**src/rtl/tfs_pkg.sv**
```systemverilog
package tfs_pkg;

    localparam int STORE_DEPTH = 18;
    localparam int POS_W       = 5;

    localparam logic [7:0] HDR_BYTE  = 8'hAA;
    localparam logic [7:0] ID_STATUS = 8'h01;
    localparam logic [7:0] ID_MOTOR  = 8'h06;
    localparam logic [7:0] ID_SENSOR = 8'h02;

    localparam logic [POS_W-1:0] LEN_STATUS = 5'd12;
    localparam logic [POS_W-1:0] LEN_MOTOR  = 5'd16;
    localparam logic [POS_W-1:0] LEN_SENSOR = 5'd18;

    // header bytes ahead of the payload: two sync bytes, id, length
    localparam logic [POS_W-1:0] HDR_LEN = 5'd4;

    typedef enum logic [1:0] {
        KIND_STATUS = 2'd0,
        KIND_MOTOR  = 2'd1,
        KIND_SENSOR = 2'd2,
        KIND_NONE   = 2'd3
    } req_kind_t;

    // one frame ready to transmit
    typedef struct packed {
        logic [7:0]                       id;
        logic [POS_W-1:0]                 len;
        logic [STORE_DEPTH-1:0][7:0]      payload;
    } frame_desc_t;

    // queue head as seen by the transmitter
    typedef struct packed {
        logic        valid;
        frame_desc_t desc;
    } queue_head_t;

endpackage

```
**src/rtl/tfs_front.sv**
```systemverilog
module tfs_front (
    input  logic                 clk,
    input  logic                 rst_n,
    input  logic                 in_valid,
    output logic                 in_ready,
    input  logic [1:0]           req_type,
    input  logic [9*32-1:0]      values,
    output logic                 push,
    input  logic                 push_ready,
    output tfs_pkg::frame_desc_t push_desc
);

    logic                 front_valid_reg;
    logic                 front_valid_next;
    tfs_pkg::frame_desc_t desc_reg;
    tfs_pkg::frame_desc_t desc_next;
    logic                 load;

    // Q8 degrees to hundredths, truncated toward zero, low 16 bits.
    // Only product bits [23:0] matter; sign of the product is the sign of v.
    function automatic logic [15:0] angle_hundredths(input logic [31:0] v);
        logic [23:0] p;
        p = (v[23:0] << 6) + (v[23:0] << 5) + (v[23:0] << 2);
        return p[23:8] + {15'd0, v[31] & (p[7:0] != 8'd0)};
    endfunction

    function automatic logic [15:0] word_of(input logic [9*32-1:0] vals, input int k);
        return vals[k*32 +: 16];
    endfunction

    assign in_ready = !front_valid_reg || push_ready;
    assign push     = front_valid_reg;
    assign push_desc = desc_reg;
    assign load     = in_valid && in_ready && (req_type != tfs_pkg::KIND_NONE);

    always_comb
    begin
        desc_next = '0;
        case (req_type)
            tfs_pkg::KIND_STATUS:
            begin
                desc_next.id  = tfs_pkg::ID_STATUS;
                desc_next.len = tfs_pkg::LEN_STATUS;
                {desc_next.payload[0], desc_next.payload[1]} = angle_hundredths(values[31:0]);
                {desc_next.payload[2], desc_next.payload[3]} = angle_hundredths(values[63:32]);
                {desc_next.payload[4], desc_next.payload[5]} = angle_hundredths(values[95:64]);
                desc_next.payload[6]  = values[127:120];
                desc_next.payload[7]  = values[119:112];
                desc_next.payload[8]  = values[111:104];
                desc_next.payload[9]  = values[103:96];
                desc_next.payload[10] = values[135:128];
                desc_next.payload[11] = values[167:160];
            end
            tfs_pkg::KIND_MOTOR, tfs_pkg::KIND_SENSOR:
            begin
                desc_next.id  = (req_type == tfs_pkg::KIND_MOTOR) ? tfs_pkg::ID_MOTOR
                                                                  : tfs_pkg::ID_SENSOR;
                desc_next.len = (req_type == tfs_pkg::KIND_MOTOR) ? tfs_pkg::LEN_MOTOR
                                                                  : tfs_pkg::LEN_SENSOR;
                for (int k = 0; k < 9; k++)
                begin
                    {desc_next.payload[2*k], desc_next.payload[2*k+1]} = word_of(values, k);
                end
            end
            default:
            begin
                desc_next = '0;
            end
        endcase
    end

    always_comb
    begin
        front_valid_next = front_valid_reg;
        if (load)
            front_valid_next = 1'b1;
        else if (push_ready)
            front_valid_next = 1'b0;
    end

    always_ff @(posedge clk or negedge rst_n)
    begin
        if (!rst_n)
            front_valid_reg <= 1'b0;
        else
            front_valid_reg <= front_valid_next;
    end

    always_ff @(posedge clk)
    begin
        if (load)
            desc_reg <= desc_next;
    end

endmodule

```
**src/rtl/tfs_queue.sv**
```systemverilog
module tfs_queue (
    input  logic                 clk,
    input  logic                 rst_n,
    input  logic                 push,
    output logic                 push_ready,
    input  tfs_pkg::frame_desc_t push_desc,
    output tfs_pkg::queue_head_t head,
    input  logic                 pop
);

    tfs_pkg::frame_desc_t entry_reg [2];
    logic       wr_ptr_reg, wr_ptr_next;
    logic       rd_ptr_reg, rd_ptr_next;
    logic [1:0] count_reg, count_next;
    logic       do_push;

    assign push_ready = (count_reg != 2'd2);
    assign do_push    = push && push_ready;
    assign head.valid = (count_reg != 2'd0);
    assign head.desc  = entry_reg[rd_ptr_reg];

    always_comb
    begin
        wr_ptr_next = wr_ptr_reg ^ do_push;
        rd_ptr_next = rd_ptr_reg ^ pop;
        count_next  = count_reg + {1'b0, do_push} - {1'b0, pop};
    end

    always_ff @(posedge clk or negedge rst_n)
    begin
        if (!rst_n)
        begin
            wr_ptr_reg <= 1'b0;
            rd_ptr_reg <= 1'b0;
            count_reg  <= 2'd0;
        end
        else
        begin
            wr_ptr_reg <= wr_ptr_next;
            rd_ptr_reg <= rd_ptr_next;
            count_reg  <= count_next;
        end
    end

    always_ff @(posedge clk)
    begin
        if (do_push)
            entry_reg[wr_ptr_reg] <= push_desc;
    end

    a_count_range: assert property (@(posedge clk) disable iff (!rst_n)
        count_reg != 2'd3)
        else $error("queue count out of range");

    a_no_pop_empty: assert property (@(posedge clk) disable iff (!rst_n)
        pop |-> count_reg != 2'd0)
        else $error("pop from empty queue");

endmodule

```
**src/rtl/tfs_back.sv**
```systemverilog
module tfs_back (
    input  logic                 clk,
    input  logic                 rst_n,
    input  tfs_pkg::queue_head_t head,
    output logic                 pop,
    output logic                 out_valid,
    input  logic                 out_ready,
    output logic [7:0]           out_byte,
    output logic                 out_last
);

    logic [tfs_pkg::POS_W-1:0] pos_reg, pos_next;
    logic [7:0]                sum_reg, sum_next;
    logic                      valid_reg, valid_next;
    logic [7:0]                byte_reg;
    logic                      last_reg;
    logic                      advance;
    logic                      is_last;
    logic [tfs_pkg::POS_W-1:0] idx;
    logic [7:0]                cur_byte;

    assign advance = head.valid && (!valid_reg || out_ready);
    assign is_last = (pos_reg == head.desc.len + tfs_pkg::HDR_LEN);
    assign idx     = pos_reg - tfs_pkg::HDR_LEN;
    assign pop     = advance && is_last;

    always_comb
    begin
        if (is_last)
            cur_byte = sum_reg;
        else if (pos_reg < 5'd2)
            cur_byte = tfs_pkg::HDR_BYTE;
        else if (pos_reg == 5'd2)
            cur_byte = head.desc.id;
        else if (pos_reg == 5'd3)
            cur_byte = {3'd0, head.desc.len};
        else if (idx < 5'(tfs_pkg::STORE_DEPTH))
            cur_byte = head.desc.payload[idx];
        else
            cur_byte = 8'd0;
    end

    always_comb
    begin
        pos_next   = pos_reg;
        sum_next   = sum_reg;
        valid_next = valid_reg && !out_ready;
        if (advance)
        begin
            valid_next = 1'b1;
            if (is_last)
            begin
                pos_next = '0;
                sum_next = 8'd0;
            end
            else
            begin
                pos_next = pos_reg + 5'd1;
                sum_next = sum_reg + cur_byte;
            end
        end
    end

    always_ff @(posedge clk or negedge rst_n)
    begin
        if (!rst_n)
        begin
            pos_reg   <= '0;
            sum_reg   <= 8'd0;
            valid_reg <= 1'b0;
        end
        else
        begin
            pos_reg   <= pos_next;
            sum_reg   <= sum_next;
            valid_reg <= valid_next;
        end
    end

    always_ff @(posedge clk)
    begin
        if (advance)
        begin
            byte_reg <= cur_byte;
            last_reg <= is_last;
        end
    end

    assign out_valid = valid_reg;
    assign out_byte  = byte_reg;
    assign out_last  = last_reg;

    a_pos_bound: assert property (@(posedge clk) disable iff (!rst_n)
        head.valid |-> pos_reg <= head.desc.len + tfs_pkg::HDR_LEN)
        else $error("byte position past end of frame");

    a_idle_pos: assert property (@(posedge clk) disable iff (!rst_n)
        !head.valid |-> (pos_reg == '0 && sum_reg == 8'd0))
        else $error("sequencer not parked between frames");

    a_sum_clear: assert property (@(posedge clk) disable iff (!rst_n)
        pop |=> sum_reg == 8'd0 && pos_reg == '0)
        else $error("checksum not cleared after frame end");

endmodule

```
**src/rtl/telemetry_frame_serializer.sv**
```systemverilog
// Channel  Dir  Signals                          Item
// s_axis   in   tvalid tready tdata tuser        one telemetry request
// m_axis   out  tvalid tready tdata tlast        one frame byte
//
// A request of kind status, motor or sensor yields 17, 21 or 23 bytes, one per cycle unless m_axis stalls.
// The byte sequencer emits one byte per cycle while m_axis_tready is high.
// The front stage and a two-entry frame queue take new requests while a frame is out,
// so up to three requests can be held before s_axis_tready drops.
// Request kind 3 is accepted and dropped without output.
// rst_n is asynchronous, active low; it empties the queue and parks the sequencer.
// A stall on m_axis holds the output byte; the front keeps filling the queue.
module telemetry_frame_serializer (
    input  logic            clk,
    input  logic            rst_n,
    input  logic            s_axis_tvalid,
    output logic            s_axis_tready,
    // value0 [31:0], value1 [63:32], ... value8 [287:256]
    input  logic [287:0]    s_axis_tdata,
    // req_type [1:0]
    input  logic [1:0]      s_axis_tuser,
    output logic            m_axis_tvalid,
    input  logic            m_axis_tready,
    // frame_byte [7:0]
    output logic [7:0]      m_axis_tdata,
    output logic            m_axis_tlast
);

    logic                 push;
    logic                 push_ready;
    tfs_pkg::frame_desc_t push_desc;
    tfs_pkg::queue_head_t head;
    logic                 pop;

    // front: classify request, convert angles, pack payload bytes
    tfs_front u_front (
        .clk        (clk),
        .rst_n      (rst_n),
        .in_valid   (s_axis_tvalid),
        .in_ready   (s_axis_tready),
        .req_type   (s_axis_tuser),
        .values     (s_axis_tdata),
        .push       (push),
        .push_ready (push_ready),
        .push_desc  (push_desc)
    );

    // frames waiting for the transmitter
    tfs_queue u_queue (
        .clk        (clk),
        .rst_n      (rst_n),
        .push       (push),
        .push_ready (push_ready),
        .push_desc  (push_desc),
        .head       (head),
        .pop        (pop)
    );

    // back: byte sequencer with running checksum and output register
    tfs_back u_back (
        .clk       (clk),
        .rst_n     (rst_n),
        .head      (head),
        .pop       (pop),
        .out_valid (m_axis_tvalid),
        .out_ready (m_axis_tready),
        .out_byte  (m_axis_tdata),
        .out_last  (m_axis_tlast)
    );

endmodule
```
**config.mk**
```make
export PLATFORM = sky130hd
export DESIGN_NAME = telemetry_frame_serializer
export DESIGN_NICKNAME = d
export VERILOG_FILES = /design/src/rtl/tfs_pkg.sv /design/src/rtl/tfs_front.sv /design/src/rtl/tfs_queue.sv /design/src/rtl/tfs_back.sv /design/src/rtl/telemetry_frame_serializer.sv
export SDC_FILE = /design/constraint.sdc
export NUM_CORES = 1
export LEC_CHECK = 0
export ABC_CLOCK_PERIOD_IN_PS = 15150
export BUFFER_PORTS_ARGS = -buffer_cell sky130_fd_sc_hd__buf_2
export CORE_ASPECT_RATIO = 1.4
export CORE_MARGIN = 1
export CORE_UTILIZATION = 30
export DETAILED_ROUTE_END_ITERATION = 8
export GPL_TIMING_DRIVEN = 0
export PLACE_DENSITY = 0.48
export SLEW_MARGIN = 40
export SYNTH_ARGS = -nofsm -noshare
export SYNTH_HDL_FRONTEND = slang
export SYNTH_SLANG_ARGS = --single-unit
```
**constraint.sdc**
```tcl
create_clock -name clk -period 15.15 [get_ports clk]
set_input_delay 0 -clock clk [delete_from_list [all_inputs] [get_ports clk]]
set_output_delay 0 -clock clk [all_outputs]
set_load 0.005 [all_outputs]
```
### After elaboration in Yosys (flattened, before gate mapping)

Memories as Yosys holds them, arrays and structs flattened.
Cells that the tools add are included.

| operators by class | value |
|---|---|
| $add $sub $neg | 15 |
| order comparisons | 3 |
| equality and inequality tests | 7 |
| mux-type cells | 18 |
| bitwise gates (word level) | 5 |
| reduce and logical (&&, ||, !) cells | 18 |

Operators by type and width:

| cell | number |
|---|---|
| $pmux 96 s2 | 1 |
| $add 24x24->24 | 6 |
| $mux 8 | 7 |
| $add 16x1->16 | 3 |
| $bmux 8 s5 | 1 |
| $pmux 13 s2 | 1 |
| $reduce_bool 8->1 | 3 |
| $eq 5x2->1 const B | 2 |
| $add 8x8->8 | 1 |
| $logic_and 1x1->1 | 6 |
| $lt 5x6->1 const B | 1 |
| $add 5x1->5 const B | 1 |
| $add 5x3->5 const B | 1 |
| $eq 5x5->1 | 1 |
| $lt 5x2->1 const B | 1 |
| $lt 5x5->1 const B | 1 |
| $mux 1 | 5 |
| $mux 5 | 1 |
| $sub 5x3->5 const B | 1 |
| $ne 2x2->1 const B | 2 |
| $reduce_bool 2->1 | 2 |
| $and 1x1->1 | 3 |
| $logic_not 1->1 | 3 |
| $mux 3 | 1 |
| other kinds (9) | 11 |

| storage, ports and cells | value |
|---|---|
| flip-flop bits (word level) | 185 |
| bits in writable memories | 314 |
| input bits | 294 |
| output and inout bits | 11 |
| word-level logic and storage cells | 96 |
| memories kept | 1 |

Memory list:

| name | words | width | rd ports | clocked after memory_dff | write ports | line | RTL |
|---|---|---|---|---|---|---|---|
| u_queue.entry_reg | 2 | 157 | 1 | 0 | 1 | tfs_queue.sv:11 | `tfs_pkg::frame_desc_t entry_reg [2];` |

### Logic depth before layout (Yosys ltp)

| logic depth | value |
|---|---|
| depth in word-level cells | 10 |
| mapped depth | 21 |
| mapped depth without buffers | 18 |

### Hierarchy

Synthesis repeated with hierarchy kept, for this count alone.

| second synthesis, totals | value |
|---|---|
| cells, all modules | 1852 |
| area total of the unflattened synthesis | 25838.5 µm² |

Modules (own cells, without submodules):

| module | times used | cells each | area each (µm²) |
|---|---|---|---|
| tfs_queue | 1 | 508 | 11969.0 |
| tfs_front | 1 | 1071 | 11155.7 |
| tfs_back | 1 | 273 | 2713.9 |

### Least setup slack after synthesis

Ideal clock, no wire load.

| timing path | value |
|---|---|
| path kind | input port to flip-flop |
| from | in s_axis_tuser[0] |
| to | reg u_front.desc_reg (netlist bit u_front.push_desc[0]) (enable) |
| data arrival time | 11364 ps |
| setup slack | 2918 ps |
| cell stages on the path | 4 |
| path buffers | 2 |
| cells stage by stage | ha_1 -> clkbuf_1 -> buf_1 -> nor3b_1 |

| on the way | value |
|---|---|
| cells in the longest elaborated chain, start to end | 2 |

Ends and longest elaborated chain:

| item | line | RTL |
|---|---|---|
| from (decl) | telemetry_frame_serializer.sv:20 | `input logic [1:0] s_axis_tuser,` |
| $ne 2x2->1 | tfs_front.sv:34 | `assign load = in_valid && in_ready && (req_type != tfs_pkg::KIND_NONE);` |
| $logic_and 1x1->1 | tfs_front.sv:34 |  |
| to (signal assigned) | tfs_front.sv:92 | `desc_reg <= desc_next;` |
| to (decl) | tfs_front.sv:15 | `tfs_pkg::frame_desc_t desc_reg;` |

No other way between the ends.
A chain may end at the register's enable or synchronous reset.

### Worst setup path in the final report

| timing path | value |
|---|---|
| from | reg u_back.pos_reg[0] in the netlist's numbering |
| to | reg u_back.sum_reg[7] |

| on the way | value |
|---|---|
| cells in the longest elaborated chain, start to end | 10 |
| elaborated cells on any way between the ends | 15 |
| those cells by class | 2 x add/sub; 2 x order compare; 3 x eq/ne; 8 x mux |

Ends and longest elaborated chain:

| item | line | RTL |
|---|---|---|
| from (decl) | tfs_back.sv:12 | `logic [tfs_pkg::POS_W-1:0] pos_reg, pos_next;` |
| from (signal assigned) | tfs_back.sv:74 | `pos_reg <= pos_next;` |
| $sub 5x3->5 | tfs_back.sv:24 | `assign idx = pos_reg - tfs_pkg::HDR_LEN;` |
| $bmux 8 s5 | tfs_back.sv:38 | `cur_byte = head.desc.payload[idx];` |
| $mux 8 (not written as such) | tfs_back.sv:38 |  |
| $mux 8 | tfs_back.sv:37 | `else if (idx < 5'(tfs_pkg::STORE_DEPTH))` |
| $mux 8 | tfs_back.sv:35 | `else if (pos_reg == 5'd3)` |
| $mux 8 | tfs_back.sv:33 | `else if (pos_reg == 5'd2)` |
| $mux 8 | tfs_back.sv:31 | `else if (pos_reg < 5'd2)` |
| $mux 8 * | tfs_back.sv:29 | `if (is_last)` |
| named net u_back.cur_byte[0] | tfs_back.sv:20 | `logic [7:0] cur_byte;` |
| $add 8x8->8 * | tfs_back.sv:59 | `sum_next = sum_reg + cur_byte;` |
| $mux 8 * | tfs_back.sv:51 | `if (is_last)` |
| to (signal assigned) | tfs_back.sv:75 | `sum_reg <= sum_next;` |
| to (decl) | tfs_back.sv:13 | `logic [7:0] sum_reg, sum_next;` |

The timed path passes the listed nets; every way through them passes the cells marked *. The select of a mux whose other input is x is not followed.

==> results by group <==
Detailed routing
  • WL final: roughly 67000 µm
  • Drc violations: 0
  • Antenna violation net count after detailed routing: 0
  • Vias per cell: 4.91
  • First-pass detailed-route iteration total: 4
  • Vias: approximately 15000
  • DR iter-0 viols: approximately 880
  • Drt wl/cell: ~22 µm

STA
  • Setup TNS: 0 ps
  • Hold slack: about 23 ps
  • Final setup vio count: 0
  • RSZ-0062 raised after global routing: false
  • Worst Max-Slew Pin Slew: 829 ps
  • Slew headroom: between 40 and 50%
  • Setup WS post-layout: around 9300 ps
  • Slew Limit Fails: 0
  • Min cycle time layout: 5830 ps
  • Peak Freq: 171 MHz
  • Final Cycle Share: around two fifths
  • Final Hold Vio Count: 0
  • Final Skew: 20.6 ps

Final layout
  • Share of layout cells above drive strength 1: between 20% and 30%
  • Max reg flops: between 200 and 300
  • Utilization after layout: 37.9%
  • Synth-to-layout area growth: 25.1%
  • # nets final: about 2500

Hold path
  • Hold Crit Class: primary input to async pin

Floorplanning
  • Die Ht: 334 µm
  • Area of the core: ~80000 µm²
  • Die ar.: about 80000 µm²
  • Row count: approximately 120
  • Die Width: between 200 and 250 µm
  • IO Count: 305
  • Starting Density: a little under a third

Logic synthesis
  • Synth Warn #: 0
  • Seq cells post-synth: 472
  • Number of synthesized flops with an enable pin: 453
  • Main combinational cell family by area after synthesis: adder cells
  • Synth Flop Type: edfxtp_1
  • Syn_area_per_cell: between 10 and 15 µm²
  • Commonest cells post-synth: edfxtp_1, nor2_1, mux4_2
  • Synth unique cells: 80
  • Fraction of registers with async set/reset: 4.03%
  • Top-count cell post-synth: edfxtp_1
  • Synth Area in Adders: 9.08%
  • Post-synthesis net count: around 2000
  • Cell taking the most area after synthesis: edfxtp_1
  • Synth top area cells: edfxtp_1, mux4_2, fa_1
  • Post-synth top area share: about 58%
  • Area share of and/or/nand/nor cells after synthesis: under 10%
  • Synthesized cell area: ~24000 µm²
  • Cell count after synthesis: between 1500 and 2000
  • Sequential area share after synthesis: between 50% and 60%
  • Post-Synth XOR/XNOR Area: around 3.3%
  • Mux cell area share after synthesis: 9.05%
  • Compound-cell area share of the yosys netlist: between 8 and 9%

Run status
  • Outcome: finished, final reports clean

Clock network
  • CTS tree: built
  • CTS clk-pin slew, worst paths: about 70 ps
  • Clock buffer depth: 3
  • Sink Count: 472
  • H-Tree Depth: 2
  • CTS buffer count: 46
  • Post CTS Setup Buffer Count: 0
  • Root Driver: clkbuf_16
  • Clk Latency, worst-skew pair: approximately 560 ps
  • Cts repair resizes: 0

Setup path
  • CP Class: flop to flop
  • Crit-path max FO: 10
  • Worst EP required: 15610 ps
  • Startpoint Class: flop
  • WP data arrival: approximately 6300 ps
  • CP Capture Type: flop

Global routing
  • Total gr overflow: 0
  • Initial antenna violation count: 5
  • All-Layer GR Usage: between 10% and 20%
  • Vias in the first global route: around 16000
  • First-pass GRT wire length: 100000 µm
  • Largest net degree at the start of global routing: 37

Place
  • Post-DP HPWL: between 50000 and 60000 µm
  • Port bufs: 197
  • Gpl congestion: 0.824
  • Pre-CTS setup slack: 9240 ps

Power
  • Static leakage: about 0.011 µW
  • Peak supply drop: approximately 89 µV
  • PD cells: between 150 and 200 nW/µm²

Run
  • Maxcap violations: 0
layer usage:
metal	vias up	routed length (µm)	global-route usage [%]
li1	7074	-	-
met1	7714	26800	20.5
met2	420	35900	31.6
met3	100	2960	1.68
met4	8	1660	4.49
met5	-	46	0
stage by stage:
| stage | area (µm²) | total power [µW] | cells |
|---|---|---|---|
| global placement | 25900 | 3860 | 2827 |
| floorplan | 23600 | 3230 | 1585 |
| CTS | 29500 | 5020 | 3120 |
| finish | 29500 | 4960 | 3122 |
| global route | 29500 | 5240 | 3121 |
| detailed placement | 26200 | 3870 | 2860 |
cells by family after synthesis:
group | count (synthesis)
AO/OA/AOI/OAI | 291
XOR/XNOR | 88
adder cells (fa/ha/maj) | 138
buffers and inverters | 128
flip-flops | 472
multiplexers | 103
AND/OR/NAND/NOR | 365
worst paths after layout:
kind | slack, ps | from | endpoint | cells past startpoint
hold reg to reg | 430 | u_front.push_desc[116]$_SDFFCE_PP0P_ | u_queue.entry_reg[0][116]$_DFFE_PP_ | 0
setup reg to reg | 9320 | u_back.pos_reg[0]$_DFFE_PN0P_ | u_back.sum_reg[7]$_DFFE_PN0P_ | 19
max in group asynchronous | 14790 | rst_n | u_back.sum_reg[5]$_DFFE_PN0P_ | 3
setup / recovery | 9320 | u_back.pos_reg[0]$_DFFE_PN0P_ | u_back.sum_reg[7]$_DFFE_PN0P_ | 19
min in group clk | 30 | s_axis_tdata[69] | u_front.push_desc[45]$_DFFE_PP_ | 3
hold / removal | 20 | rst_n | u_back.out_valid$_DFF_PN0_ | 3
where the power goes:
part | internal (µW) | total, µW | switching (µW)
Clock | 635 | 1100 | 469
Combinational | 813 | 1920 | 1100
Sequential | 1840 | 1940 | 100
Total | 3280 | 4960 | 1670
cell usage in the layout, fill, tap and decap left out, types with 19 or more instances in the layout:
cell,n
nor2_1,108
a22oi_1,73
xnor2_1,55
dfrtp_1,19
nand2_1,60
inv_1,59
a21oi_1,51
ha_1,81
mux4_2,88
buf_2,224
xor2_1,32
edfxtp_1,453
clkbuf_16,47
dlygate4sd3_1,179
o21ai_0,40
fa_1,55
and2_1,62
nand3_1,25
clkbuf_1,47
worst max-delay path, stage by stage (launching register included):
cell,delay (ps)
dfrtp_1,570
buf_2,390
buf_1,620
clkbuf_2,510
mux4_2,430
mux4_2,520
mux2i_1,190
o22ai_1,170
a21oi_1,260
o21ai_0,150
ha_1,260
a21o_1,190
a21oi_1,230
o21bai_1,90
a21oi_1,230
o21bai_1,100
a21oi_1,280
xnor2_1,120
or3_1,310
o21ai_0,100
cell type report:
type,instances,area (µm²)
Multi-Input combinational cell,985,9030
Inverter,62,233
Clock buffer,59,1220
Fill cell,7497,48300
Timing Repair Buffer,410,3100
Clock inverter,21,203
Antenna cell,2,5.00
Sequential cell,472,14100
Buffer,66,282
Tap cell,1045,1310
timing repair:
action | CTS | global route
hold buffers | 180 | 0
hold endpoints to repair | 163 | 0
endpoints found under the setup margin | 0 | 0
No activity file was read; power rests on OpenSTA's default activity.
